File: src/rtl/core/pd_line_follow_motor_drive_top_macros.svh
// assertion helpers shared by the rtl
`ifndef PD_LINE_FOLLOW_MOTOR_DRIVE_TOP_MACROS_SVH
`define PD_LINE_FOLLOW_MOTOR_DRIVE_TOP_MACROS_SVH

// property checked on every clock, off during reset
`define PD_ASSERT(label, clk, rst_n, prop) \
  label: assert property (@(posedge clk) disable iff (!rst_n) (prop)) \
    else $error("pd assertion failed");

// consequent must hold in the cycle after the antecedent
`define PD_ASSERT_NEXT(label, clk, rst_n, ante, cons) \
  label: assert property (@(posedge clk) disable iff (!rst_n) (ante) |=> (cons)) \
    else $error("pd assertion failed");

`endif

File: src/rtl/core/pd_lf_pkg.sv
package pd_lf_pkg;

  localparam int unsigned SumW  = 13;
  localparam int unsigned QuoW  = 12;
  localparam int unsigned ErrW  = 12;
  localparam int unsigned OpAW  = 14;
  localparam int unsigned OpBW  = 11;
  localparam int unsigned AccW  = 22;
  localparam int unsigned DivSteps = QuoW;
  localparam int unsigned CntW  = $clog2(DivSteps);

  typedef enum logic [3:0] {
    CFG_WEIGHT_CENTER = 4'd0,
    CFG_WEIGHT_INNER  = 4'd1,
    CFG_WEIGHT_OUTER  = 4'd2,
    CFG_GAIN_P        = 4'd3,
    CFG_GAIN_D        = 4'd4,
    CFG_BASE_POWER    = 4'd5,
    CFG_TRIM_LEFT     = 4'd6,
    CFG_TRIM_RIGHT    = 4'd7
  } cfg_idx_e;

  typedef enum logic [7:0] {
    S_IDLE  = 8'b0000_0001,
    S_DIV   = 8'b0000_0010,
    S_MUL_P = 8'b0000_0100,
    S_MUL_D = 8'b0000_1000,
    S_CORR  = 8'b0001_0000,
    S_MUL_L = 8'b0010_0000,
    S_MUL_R = 8'b0100_0000,
    S_FIN   = 8'b1000_0000
  } state_e;

  typedef struct packed {
    logic busy;
    logic done;
  } div_status_t;

  typedef struct packed {
    logic en;
    logic clr;
  } mac_ctrl_t;

endpackage

File: src/rtl/core/pd_lf_div.sv
module pd_lf_div
  import pd_lf_pkg::*;
(
  input  logic              clk_i,
  input  logic              rst_ni,
  input  logic              start_i,
  input  logic [QuoW-1:0]   dividend_i,
  input  logic [2:0]        divisor_i,
  output div_status_t       status_o,
  output logic [QuoW-1:0]   quotient_o
);

  logic            busy_q, busy_d;
  logic            done_q, done_d;
  logic [CntW-1:0] cnt_q, cnt_d;
  logic [1:0]      rem_q, rem_d;
  logic [QuoW-1:0] quo_q, quo_d;
  logic [2:0]      divisor_q, divisor_d;
  logic [2:0]      trial;
  logic            ge;

  // restoring division, one quotient bit per cycle while busy
  always_comb begin
    trial     = {rem_q, quo_q[QuoW-1]};
    ge        = (trial >= divisor_q);
    busy_d    = busy_q;
    done_d    = 1'b0;
    cnt_d     = cnt_q;
    rem_d     = rem_q;
    quo_d     = quo_q;
    divisor_d = divisor_q;
    if (start_i) begin
      busy_d    = 1'b1;
      cnt_d     = '0;
      rem_d     = '0;
      quo_d     = dividend_i;
      divisor_d = divisor_i;
    end else if (busy_q) begin
      rem_d = ge ? 2'(trial - divisor_q) : trial[1:0];
      quo_d = {quo_q[QuoW-2:0], ge};
      cnt_d = cnt_q + CntW'(1);
      if (cnt_q == CntW'(DivSteps - 1)) begin
        busy_d = 1'b0;
        done_d = 1'b1;
      end
    end
  end

  always_ff @(posedge clk_i or negedge rst_ni) begin
    if (!rst_ni) begin
      busy_q <= 1'b0;
      done_q <= 1'b0;
      cnt_q  <= '0;
    end else begin
      busy_q <= busy_d;
      done_q <= done_d;
      cnt_q  <= cnt_d;
    end
  end

  always_ff @(posedge clk_i) begin
    rem_q     <= rem_d;
    quo_q     <= quo_d;
    divisor_q <= divisor_d;
  end

  assign status_o.busy = busy_q;
  assign status_o.done = done_q;
  assign quotient_o    = quo_q;

endmodule

File: src/rtl/core/pd_lf_mac.sv
module pd_lf_mac
  import pd_lf_pkg::*;
(
  input  logic                   clk_i,
  input  mac_ctrl_t              ctrl_i,
  input  logic signed [OpAW-1:0] a_i,
  input  logic [OpBW-1:0]        b_i,
  output logic signed [AccW-1:0] acc_o
);

  logic signed [AccW-1:0]      acc_q, acc_d;
  logic signed [OpAW+OpBW:0]   prod;

  always_comb begin
    prod  = a_i * $signed({1'b0, b_i});
    acc_d = (ctrl_i.clr ? '0 : acc_q) + prod[AccW-1:0];
  end

  always_ff @(posedge clk_i) begin
    if (ctrl_i.en) begin
      acc_q <= acc_d;
    end
  end

  assign acc_o = acc_q;

endmodule

File: src/rtl/core/pd_line_follow_motor_drive_top.sv
// channel   | ports            | fields, low bit first
// ----------+------------------+------------------------------------------------
// sensors   | s_axis_*         | tdata: outer_left, inner_left, middle, inner_right, outer_right
// drive     | m_axis_*         | tdata: left_duty, left_forward, right_duty, right_forward
// config    | cfg_*            | index 0..7, data up to 11 bits, always ready
//
// one sample runs from acceptance to a valid drive transaction through a bit-serial divider,
// signing of the error as the divider finishes, four shared multiplier steps, one clamp step
// and one output load; a new sample is taken only once the last one is through its output load
// the next sample is taken while a finished transaction waits on m_axis_tready_i
// a transaction still waiting holds the next sample in its output load step
// asynchronous active-low reset clears control and the previous error and loads config defaults

`include "pd_line_follow_motor_drive_top_macros.svh"

module pd_line_follow_motor_drive_top
  import pd_lf_pkg::*;
(
  input  logic        clk_i,
  input  logic        rst_ni,
  input  logic        s_axis_tvalid_i,
  output logic        s_axis_tready_o,
  input  logic [7:0]  s_axis_tdata_i,   // outer_left, inner_left, middle, inner_right,
                                        // outer_right, 3 unused bits
  output logic        m_axis_tvalid_o,
  input  logic        m_axis_tready_i,
  output logic [23:0] m_axis_tdata_o,   // left_duty[7:0], left_forward, right_duty[7:0],
                                        // right_forward, 6 zero bits
  input  logic        cfg_valid_i,
  output logic        cfg_ready_o,
  input  logic [3:0]  cfg_index_i,
  input  logic [10:0] cfg_data_i
);

  state_e state_q, state_d;

  logic [9:0]  weight_center_q, weight_inner_q, weight_outer_q;
  logic [7:0]  gain_p_q, gain_d_q, base_power_q;
  logic [10:0] trim_left_q, trim_right_q;

  logic signed [ErrW-1:0] prev_err_q, prev_err_d;
  logic signed [ErrW-1:0] err_q, err_d;
  logic                   neg_q, zero_cnt_q;
  logic signed [9:0]      vl_q, vr_q, vl_d, vr_d;
  logic [7:0]             duty_l_q;
  logic                   out_valid_q;
  logic [23:0]            out_data_q;

  logic signed [SumW-1:0] sum;
  logic [SumW-1:0]        sum_mag;
  logic [2:0]             cnt;
  logic                   accept;

  div_status_t            div_stat;
  logic [QuoW-1:0]        quotient;

  mac_ctrl_t              mac_ctrl;
  logic signed [OpAW-1:0] mac_a;
  logic [OpBW-1:0]        mac_b;
  logic signed [AccW-1:0] acc;

  logic signed [AccW-1:0] acc_adj;
  logic signed [13:0]     corr;
  logic signed [14:0]     sum_l, sum_r;
  logic [7:0]             mag_l, mag_r;
  logic [7:0]             duty_r;
  logic                   fwd_l, fwd_r;
  logic                   out_load;

  assign accept          = s_axis_tvalid_i && s_axis_tready_o;
  assign s_axis_tready_o = (state_q == S_IDLE);
  assign cfg_ready_o     = 1'b1;

  // config registers
  always_ff @(posedge clk_i or negedge rst_ni) begin
    if (!rst_ni) begin
      weight_center_q <= 10'd0;
      weight_inner_q  <= 10'd128;
      weight_outer_q  <= 10'd768;
      gain_p_q        <= 8'd20;
      gain_d_q        <= 8'd60;
      base_power_q    <= 8'd150;
      trim_left_q     <= 11'd1024;
      trim_right_q    <= 11'd1085;
    end else if (cfg_valid_i) begin
      unique case (cfg_index_i)
        CFG_WEIGHT_CENTER: weight_center_q <= cfg_data_i[9:0];
        CFG_WEIGHT_INNER:  weight_inner_q  <= cfg_data_i[9:0];
        CFG_WEIGHT_OUTER:  weight_outer_q  <= cfg_data_i[9:0];
        CFG_GAIN_P:        gain_p_q        <= cfg_data_i[7:0];
        CFG_GAIN_D:        gain_d_q        <= cfg_data_i[7:0];
        CFG_BASE_POWER:    base_power_q    <= cfg_data_i[7:0];
        CFG_TRIM_LEFT:     trim_left_q     <= cfg_data_i;
        CFG_TRIM_RIGHT:    trim_right_q    <= cfg_data_i;
        default: ;
      endcase
    end
  end

  // weighted sensor sum and side count
  always_comb begin
    sum = (s_axis_tdata_i[2] ? $signed({3'b0, weight_center_q}) : '0)
        + (s_axis_tdata_i[3] ? $signed({3'b0, weight_inner_q})  : '0)
        + (s_axis_tdata_i[4] ? $signed({3'b0, weight_outer_q})  : '0)
        - (s_axis_tdata_i[1] ? $signed({3'b0, weight_inner_q})  : '0)
        - (s_axis_tdata_i[0] ? $signed({3'b0, weight_outer_q})  : '0);
    sum_mag = sum[SumW-1] ? SumW'(-sum) : SumW'(sum);
    cnt = 3'(s_axis_tdata_i[0]) + 3'(s_axis_tdata_i[1])
        + 3'(s_axis_tdata_i[3]) + 3'(s_axis_tdata_i[4]);
  end

  pd_lf_div u_div (
    .clk_i      (clk_i),
    .rst_ni     (rst_ni),
    .start_i    (accept),
    .dividend_i (sum_mag[QuoW-1:0]),
    .divisor_i  (cnt),
    .status_o   (div_stat),
    .quotient_o (quotient)
  );

  pd_lf_mac u_mac (
    .clk_i  (clk_i),
    .ctrl_i (mac_ctrl),
    .a_i    (mac_a),
    .b_i    (mac_b),
    .acc_o  (acc)
  );

  // correction and wheel values
  always_comb begin
    acc_adj = acc + (acc[AccW-1] ? AccW'(255) : AccW'(0));
    corr    = 14'(acc_adj >>> 8);
    sum_l   = $signed({7'b0, base_power_q}) + 15'(corr);
    sum_r   = $signed({7'b0, base_power_q}) - 15'(corr);
    if (sum_l > 15'sd255) begin
      vl_d = 10'sd255;
    end else if (sum_l < -15'sd255) begin
      vl_d = -10'sd255;
    end else begin
      vl_d = 10'(sum_l);
    end
    if (sum_r > 15'sd255) begin
      vr_d = 10'sd255;
    end else if (sum_r < -15'sd255) begin
      vr_d = -10'sd255;
    end else begin
      vr_d = 10'(sum_r);
    end
    mag_l  = vl_q[9] ? 8'(-vl_q) : vl_q[7:0];
    mag_r  = vr_q[9] ? 8'(-vr_q) : vr_q[7:0];
    duty_r = (|acc[AccW-1:18]) ? 8'd255 : acc[17:10];
    fwd_l  = !(vl_q[9] && (trim_left_q != '0));
    fwd_r  = !(vr_q[9] && (trim_right_q != '0));
  end

  // sequencer
  always_comb begin
    state_d    = state_q;
    err_d      = err_q;
    prev_err_d = prev_err_q;
    mac_ctrl   = '0;
    mac_a      = '0;
    mac_b      = '0;
    out_load   = 1'b0;
    unique case (state_q)
      S_IDLE: begin
        if (accept) begin
          state_d = S_DIV;
        end
      end
      S_DIV: begin
        if (div_stat.done) begin
          if (zero_cnt_q) begin
            err_d = '0;
          end else begin
            err_d = neg_q ? ErrW'(-quotient) : ErrW'(quotient);
          end
          state_d = S_MUL_P;
        end
      end
      S_MUL_P: begin
        mac_ctrl = '{en: 1'b1, clr: 1'b1};
        mac_a    = OpAW'(err_q);
        mac_b    = {3'b0, gain_p_q};
        state_d  = S_MUL_D;
      end
      S_MUL_D: begin
        mac_ctrl   = '{en: 1'b1, clr: 1'b0};
        mac_a      = OpAW'(err_q) - OpAW'(prev_err_q);
        mac_b      = {3'b0, gain_d_q};
        prev_err_d = err_q;
        state_d    = S_CORR;
      end
      S_CORR: begin
        state_d = S_MUL_L;
      end
      S_MUL_L: begin
        mac_ctrl = '{en: 1'b1, clr: 1'b1};
        mac_a    = OpAW'(mag_l);
        mac_b    = trim_left_q;
        state_d  = S_MUL_R;
      end
      S_MUL_R: begin
        mac_ctrl = '{en: 1'b1, clr: 1'b1};
        mac_a    = OpAW'(mag_r);
        mac_b    = trim_right_q;
        state_d  = S_FIN;
      end
      S_FIN: begin
        if (!out_valid_q || m_axis_tready_i) begin
          out_load = 1'b1;
          state_d  = S_IDLE;
        end
      end
      default: begin
        state_d = S_IDLE;
      end
    endcase
  end

  always_ff @(posedge clk_i or negedge rst_ni) begin
    if (!rst_ni) begin
      state_q     <= S_IDLE;
      prev_err_q  <= '0;
      out_valid_q <= 1'b0;
    end else begin
      state_q    <= state_d;
      prev_err_q <= prev_err_d;
      if (out_load) begin
        out_valid_q <= 1'b1;
      end else if (m_axis_tready_i) begin
        out_valid_q <= 1'b0;
      end
    end
  end

  always_ff @(posedge clk_i) begin
    err_q <= err_d;
    if (accept) begin
      neg_q      <= sum[SumW-1];
      zero_cnt_q <= (cnt == 3'd0);
    end
    if (state_q == S_CORR) begin
      vl_q <= vl_d;
      vr_q <= vr_d;
    end
    if (state_q == S_MUL_R) begin
      duty_l_q <= (|acc[AccW-1:18]) ? 8'd255 : acc[17:10];
    end
    if (out_load) begin
      out_data_q <= {6'b0, fwd_r, duty_r, fwd_l, duty_l_q};
    end
  end

  assign m_axis_tvalid_o = out_valid_q;
  assign m_axis_tdata_o  = out_data_q;

  `PD_ASSERT_NEXT(a_accept_starts_div, clk_i, rst_ni, accept, (state_q == S_DIV) && div_stat.busy)
  `PD_ASSERT(a_done_only_in_div, clk_i, rst_ni, div_stat.done |-> (state_q == S_DIV))
  `PD_ASSERT_NEXT(a_fin_loads_output, clk_i, rst_ni, out_load, m_axis_tvalid_o && (state_q == S_IDLE))

endmodule
File: config.mk
export PLATFORM = sky130hd
export DESIGN_NAME = pd_line_follow_motor_drive_top
export DESIGN_NICKNAME = d
export VERILOG_FILES = /design/src/rtl/core/pd_lf_pkg.sv /design/src/rtl/core/pd_lf_div.sv /design/src/rtl/core/pd_lf_mac.sv /design/src/rtl/core/pd_line_follow_motor_drive_top.sv
export VERILOG_INCLUDE_DIRS = /design/src /design/src/rtl/core
export SDC_FILE = /design/constraint.sdc
export NUM_CORES = 1
export LEC_CHECK = 0
export ABC_AREA = 0
export BUFFER_PORTS_ARGS = -buffer_cell sky130_fd_sc_hd__buf_2
export CELL_PAD_IN_SITES_DETAIL_PLACEMENT = 1
export CELL_PAD_IN_SITES_GLOBAL_PLACEMENT = 1
export CORE_MARGIN = 8
export CORE_UTILIZATION = 40
export DETAILED_ROUTE_END_ITERATION = 6
export PLACE_DENSITY_LB_ADDON = 0.1
export SLEW_MARGIN = 20
export SYNTH_ARGS = -nofsm -noshare
export SYNTH_HDL_FRONTEND = slang
export SYNTH_HIERARCHICAL = 1
export SYNTH_SLANG_ARGS = --single-unit
File: constraint.sdc
create_clock -name clk_i -period 8.5 [get_ports clk_i]
set_input_delay 1.7 -clock clk_i [delete_from_list [all_inputs] [get_ports clk_i]]
set_output_delay 1.7 -clock clk_i [all_outputs]
set_load 0.01 [all_outputs]
; ---- Word-level counts from Yosys, hierarchy flattened
; Cells that the tools add are included.
[word_totals]
register_bits = 202
in_bits = 28
output_inout_bits = 27
word_cells = 133
[classes]
add_sub_neg = 18
multipliers = 1
order_cmp = 5
eq_ne = 19
n_mux = 36
n_reduce_logical = 27
[ops]
columns = operator, count
row1 = two-way mux 10 bit, 7
row2 = case mux 8 bit (8 select lines), 1
row3 = two-way mux 8 bit, 7
row4 = case mux 14 bit (4 select lines), 1
row5 = two-way mux 12 bit, 4
row6 = case mux 11 bit (4 select lines), 1
row7 = > comparator 15 x 9 -> 1 bit (second input constant), 2
row8 = less-than comparator 15 x 9 -> 1 bit (second input constant), 2
row9 = negator 12 bit, 2
row10 = adder 22 bit, 1
row11 = adder 22 x 9 -> 22 bit, 1
row12 = multiplier 14 x 12 -> 22 bit, 1
row13 = two-way mux 22 bit, 1
row14 = nonzero test 11 bit, 2
row15 = AND reduction 2 bit, 9
row16 = equality test 4 x 3 -> 1 bit (second input constant), 4
row17 = negator 8 bit, 2
row18 = adder 9 x 14 -> 15 bit, 1
row19 = subtractor 9 x 14 -> 15 bit, 1
row20 = subtractor 12 x 10 -> 13 bit, 1
row21 = subtractor 12 x 12 -> 13 bit, 1
row22 = subtractor 13 x 10 -> 13 bit, 1
row23 = adder 11 x 10 -> 12 bit, 1
row24 = adder 10 x 10 -> 11 bit, 1
row25 = 33 further kinds, 51

; ---- Longest topological paths before layout
[logic_depth]
word_depth = 8
depth_mapped = 30
mapped_depth_nobuf = 29

; ---- Cells and area by module
; The synthesis kept the hierarchy.
[by_module_without_submodules]
columns = module, instances, cells_per_inst, area_per_inst_um2
row1 = pd_line_follow_motor_drive_top, 1, 1044, 10752.8
row2 = pd_lf_mac, 1, 713, 6647.6
row3 = pd_lf_div, 1, 81, 1077.3

; ---- Worst setup path before layout
; OpenSTA, ideal clock, no wires.
[synth_timing]
path_type = reg-to-reg
startpoint = reg prev_err_q[0]
endpoint = reg u_mac.acc_q[19], in the netlist u_mac/acc_o[19], data pin
t_arrival_ns = 6.780
required_ns = 8.239
setup_slack_ns = 1.459
path_stages_with_launch = 27
synth_period_minus_slack_ns = 7.041
path_cell_list = dfrtp_1 > ha_1 > fa_1 > nor2b_1 > o21ai_0 > a21boi_0 > o21a_1 > o21ai_0 > a2111oi_0 > o21ai_0 > a32o_1 > clkbuf_1 > and2_1 > fa_1 > inv_1 > fa_1 > inv_1 > fa_1 > fa_1 > fa_1 > ha_1 > and3_4 > a221oi_2 > a21oi_2 > a21oi_2 > nor4bb_1 > a311o_1
[synth_between]
elab_chain_len = 4
[synth_rtl]
columns = element, line
row1 = from (decl), pd_line_follow_motor_drive_top.sv:41  ; logic signed [ErrW-1:0] prev_err_q, prev_err_d;
row2 = from (signal assigned), pd_line_follow_motor_drive_top.sv:229  ; prev_err_q <= prev_err_d;
row3 = subtractor 12 x 12 -> 13 bit, pd_line_follow_motor_drive_top.sv:190  ; mac_a = OpAW'(err_q) - OpAW'(prev_err_q);
row4 = case mux 14 bit (4 select lines), pd_line_follow_motor_drive_top.sv:166  ; unique case (state_q)
row5 = named net mac_a[10], pd_line_follow_motor_drive_top.sv:58  ; logic signed [OpAW-1:0] mac_a;
row6 = multiplier 14 x 12 -> 22 bit, pd_lf_mac.sv:15  ; prod = a_i * $signed({1'b0, b_i});
row7 = adder 22 bit, pd_lf_mac.sv:16  ; acc_d = (ctrl_i.clr ? '0 : acc_q) + prod[AccW-1:0];
row8 = named net u_mac.acc_d[19], pd_lf_mac.sv:11  ; logic signed [AccW-1:0] acc_q, acc_d;
row9 = to (signal assigned), pd_lf_mac.sv:21  ; acc_q <= acc_d;
row10 = to (decl), pd_lf_mac.sv:11
; The timed path passes the listed nets, and every way through them passes these cells.
; A chain may end at the register's enable or synchronous reset.

; ---- Worst setup path after layout
[layout_timing]
startpoint = reg err_q[0]
endpoint = reg u_mac.acc_q[19], in the netlist u_mac/acc_o[19], data pin
[layout_between]
elab_chain_len = 4
[layout_rtl]
columns = element, line
row1 = from (decl), pd_line_follow_motor_drive_top.sv:42  ; logic signed [ErrW-1:0] err_q, err_d;
row2 = from (signal assigned), pd_line_follow_motor_drive_top.sv:239  ; err_q <= err_d;
row3 = subtractor 12 x 12 -> 13 bit, pd_line_follow_motor_drive_top.sv:190
row4 = case mux 14 bit (4 select lines), pd_line_follow_motor_drive_top.sv:166
row5 = named net mac_a[10], pd_line_follow_motor_drive_top.sv:58
row6 = multiplier 14 x 12 -> 22 bit, pd_lf_mac.sv:15
row7 = adder 22 bit, pd_lf_mac.sv:16
row8 = named net u_mac.acc_d[19], pd_lf_mac.sv:11
; The timed path passes the listed nets, and every way through them passes these cells.

==> out/results.tsv <==
stage	metric	value	unit
outcome	status	finished, final reports clean	
layout	area_growth	8.45	%
layout	layout_commonest_cell	inv_1	
placement	port_buffers	44	
sta	slew_headroom	23.4	%
setup_path	crit_slowest_cell	fa_1	
power	powerDensity	201	mW/mm2
cts	cts_setup_buffers	0	
power	p_leak	8.78	nW
global_route	track_usage	18.8	%
setup_path	r2r_cells	26	
route	dr.pass1.iters	4	
route	wl_per_cell	19.5	um
setup_path	r2r_slack	500	ps
sta	worst_clock_skew	15.0	ps
floorplan	floorplan.rows	78	
setup_path	start_kind	flip-flop	
cts	worstSkewPairLatency	470	ps
power	irDropWorstVdd	0.160	mV
sta	setup_tns	0	ps
route	dr.first_iter.drc_count	457	
sta	drv_slew	0	
sta	fin_crit	8000	ps
floorplan	dieArea	0.0533	mm2
layout	layout-drive-gt1-share	13.1	%
setup_path	critical_path.top_delay_family	adder cells	
cts	htree_levels	4	
hold_path	hold_depth	0	
setup_path	path_buf_inv	3	
sta	fin_crit_sh	94.1	%
setup_path	cp_max_fo	11	
placement	routabilityCongestion	0.817	
hold_path	min_path_type	reg -> reg	
sta	rsz0062_at_grt	no	
route	vias_per_cell	5.24	
yosys	syn_avg_cell_area	10.1	um2
floorplan	dieWidth	231	um
layout	mostFrequentLayoutCells	273 x inv_1, 184 x nand2_1, 176 x fa_1	
power	p_clk_share	21.3	%
hold_path	hp-start	duty_l_q[1]$_DFFE_PN_	
sta	setup_viol	0	
global_route	overflow	0	
cts	cts_root_buffer	clkbuf_16	
setup_path	slowest_delay	530	ps
power	switching_power	0.00157	W
floorplan	core-area	0.0455	mm2
cts	numClockSinks	200	
route	routed_wl	48400	um
setup_path	worstReg2RegEnd	u_mac/acc_o[19]$_DFFE_PP_	
setup_path	critical_path_class	reg -> reg	
placement	post-dp-hpwl	38300	um
floorplan	dieHeight	231	um
yosys	synth_cells	1837	
setup_path	cpMostUsedCell	fa_1	
cts	cts_buffers	17	
route	vias	12998	
global_route	grt_pass1_wl	79000	um
sta	max_freq	125	MHz
layout	nets	2183	
yosys	synth_warnings	6	
cts	cts_resized	0	
floorplan	start_util	40.6	%
global_route	antenna_found_initial	1	
floorplan	ios	55	
setup_path	critPathCaptureType	flip-flop	
setup_path	r2r_start	err_q[0]$_SDFFCE_PP0P_	
power	pwr-share-comb	45.1	%
power	p_seq_share	33.7	%
power	intPower	0.00246	W
route	drc_errors	0	
cts	cts_tree	yes	
hold_path	min_to	m_axis_tdata_o[1]$_DFFE_PP_	
global_route	grt_pass1_vias	14355	
cts	cts.path.max_buffers	2	
route	ant_nets	0	
global_route	grt_max_degree	58	
setup_path	required	8710	ps
cts	ctsHoldBuffers	0	
sta	worst_pin_slew	1140	ps
cts	cts.clk_slew.worst_paths	80	ps
layout	fin_util	44.0	%
setup_path	cp_data_arrival_time	8210	ps
yosys	synth.cell_area	0.0185	mm2
flow_run	drv_cap	0	
power	switching_share	39.0	%
sta	hold_viol_final	0	
-- area by class of cell --
class	instances	area [um2]
fill	5164	25400
tap	600	751
timing repair buffer	78	478
multi-input combinational	1296	11700
sequential	200	5500
antenna	1	2.50
clock buffer	19	443
inverter	273	1020
clock inverter	13	158
-- worst max path at each step --
stage / from / to / slack, ps / cells past startpoint
global route: err_q[0]$_SDFFCE_PP0P_ / u_mac/acc_o[20]$_DFFE_PP_ / 10 / 28
global placement: err_q[0]$_SDFFCE_PP0P_ / u_mac/acc_o[20]$_DFFE_PP_ / 610 / 28
floorplan: prev_err_q[0]$_DFFE_PN0N_ / u_mac/acc_o[19]$_DFFE_PP_ / 1460 / 26
CTS: err_q[0]$_SDFFCE_PP0P_ / u_mac/acc_o[20]$_DFFE_PP_ / 540 / 28
detailed placement: err_q[0]$_SDFFCE_PP0P_ / u_mac/acc_o[20]$_DFFE_PP_ / 600 / 28
finish: err_q[0]$_SDFFCE_PP0P_ / u_mac/acc_o[19]$_DFFE_PP_ / 500 / 26
-- sequential cells by signal, summed over array words and instances, names as in the netlist, 9 cells and up --
| signal | flops |
|---|---|
| err_q | 12 |
| prev_err_q | 12 |
| weight_center_q | 10 |
| vl_q | 9 |
| weight_inner_q | 10 |
| vr_q | 9 |
| weight_outer_q | 10 |
| m_axis_tdata_o | 18 |
| u_mac/acc_o | 22 |
| u_div/quotient_o | 12 |
| trim_left_q | 11 |
| trim_right_q | 11 |
-- power groups by stage --
stage | Sequential (W) | Clock, W | Combinational (W)
floorplan | 0.00131 | 0 | 0.00141
global placement | 0.00137 | 0 | 0.00174
detailed placement | 0.00138 | 0 | 0.00182
CTS | 0.00136 | 0.000892 | 0.00183
global route | 0.00138 | 0.000918 | 0.00203
finish | 0.00135 | 0.000856 | 0.00181
-- through the flow --
step	setup slack, ps	instance area (um2)	instances	total power, W	hold slack (ps)
finish	498	20000	2480	0.00403	422
CTS	537	20000	2479	0.00408	425
detailed placement	599	19400	2447	0.00319	406
global placement	609	19400	2447	0.00311	403
floorplan	1460	18500	1842	0.00272	400
global route	11.6	20000	2479	0.00433	433
-- routing by layer --
metal  share of wire, %  vias up  track usage, %
li1                   -     6119               -
met3                3.3       41            3.42
met5                  0        -               0
met2                 49      145            32.0
met1                 46     6693            24.5
met4                1.7        0            4.51
-- worst reg2reg max path: cells and delay by family, from the launching register on --
family,cells,cell delay (ps)
adders and majority gates,8,3540
and+or+nand+nor,4,720
DFF,1,360
AOI/OAI and AO/OA,11,2970
buffers and inverters,3,170
No activity file was read; power rests on OpenSTA's default activity.
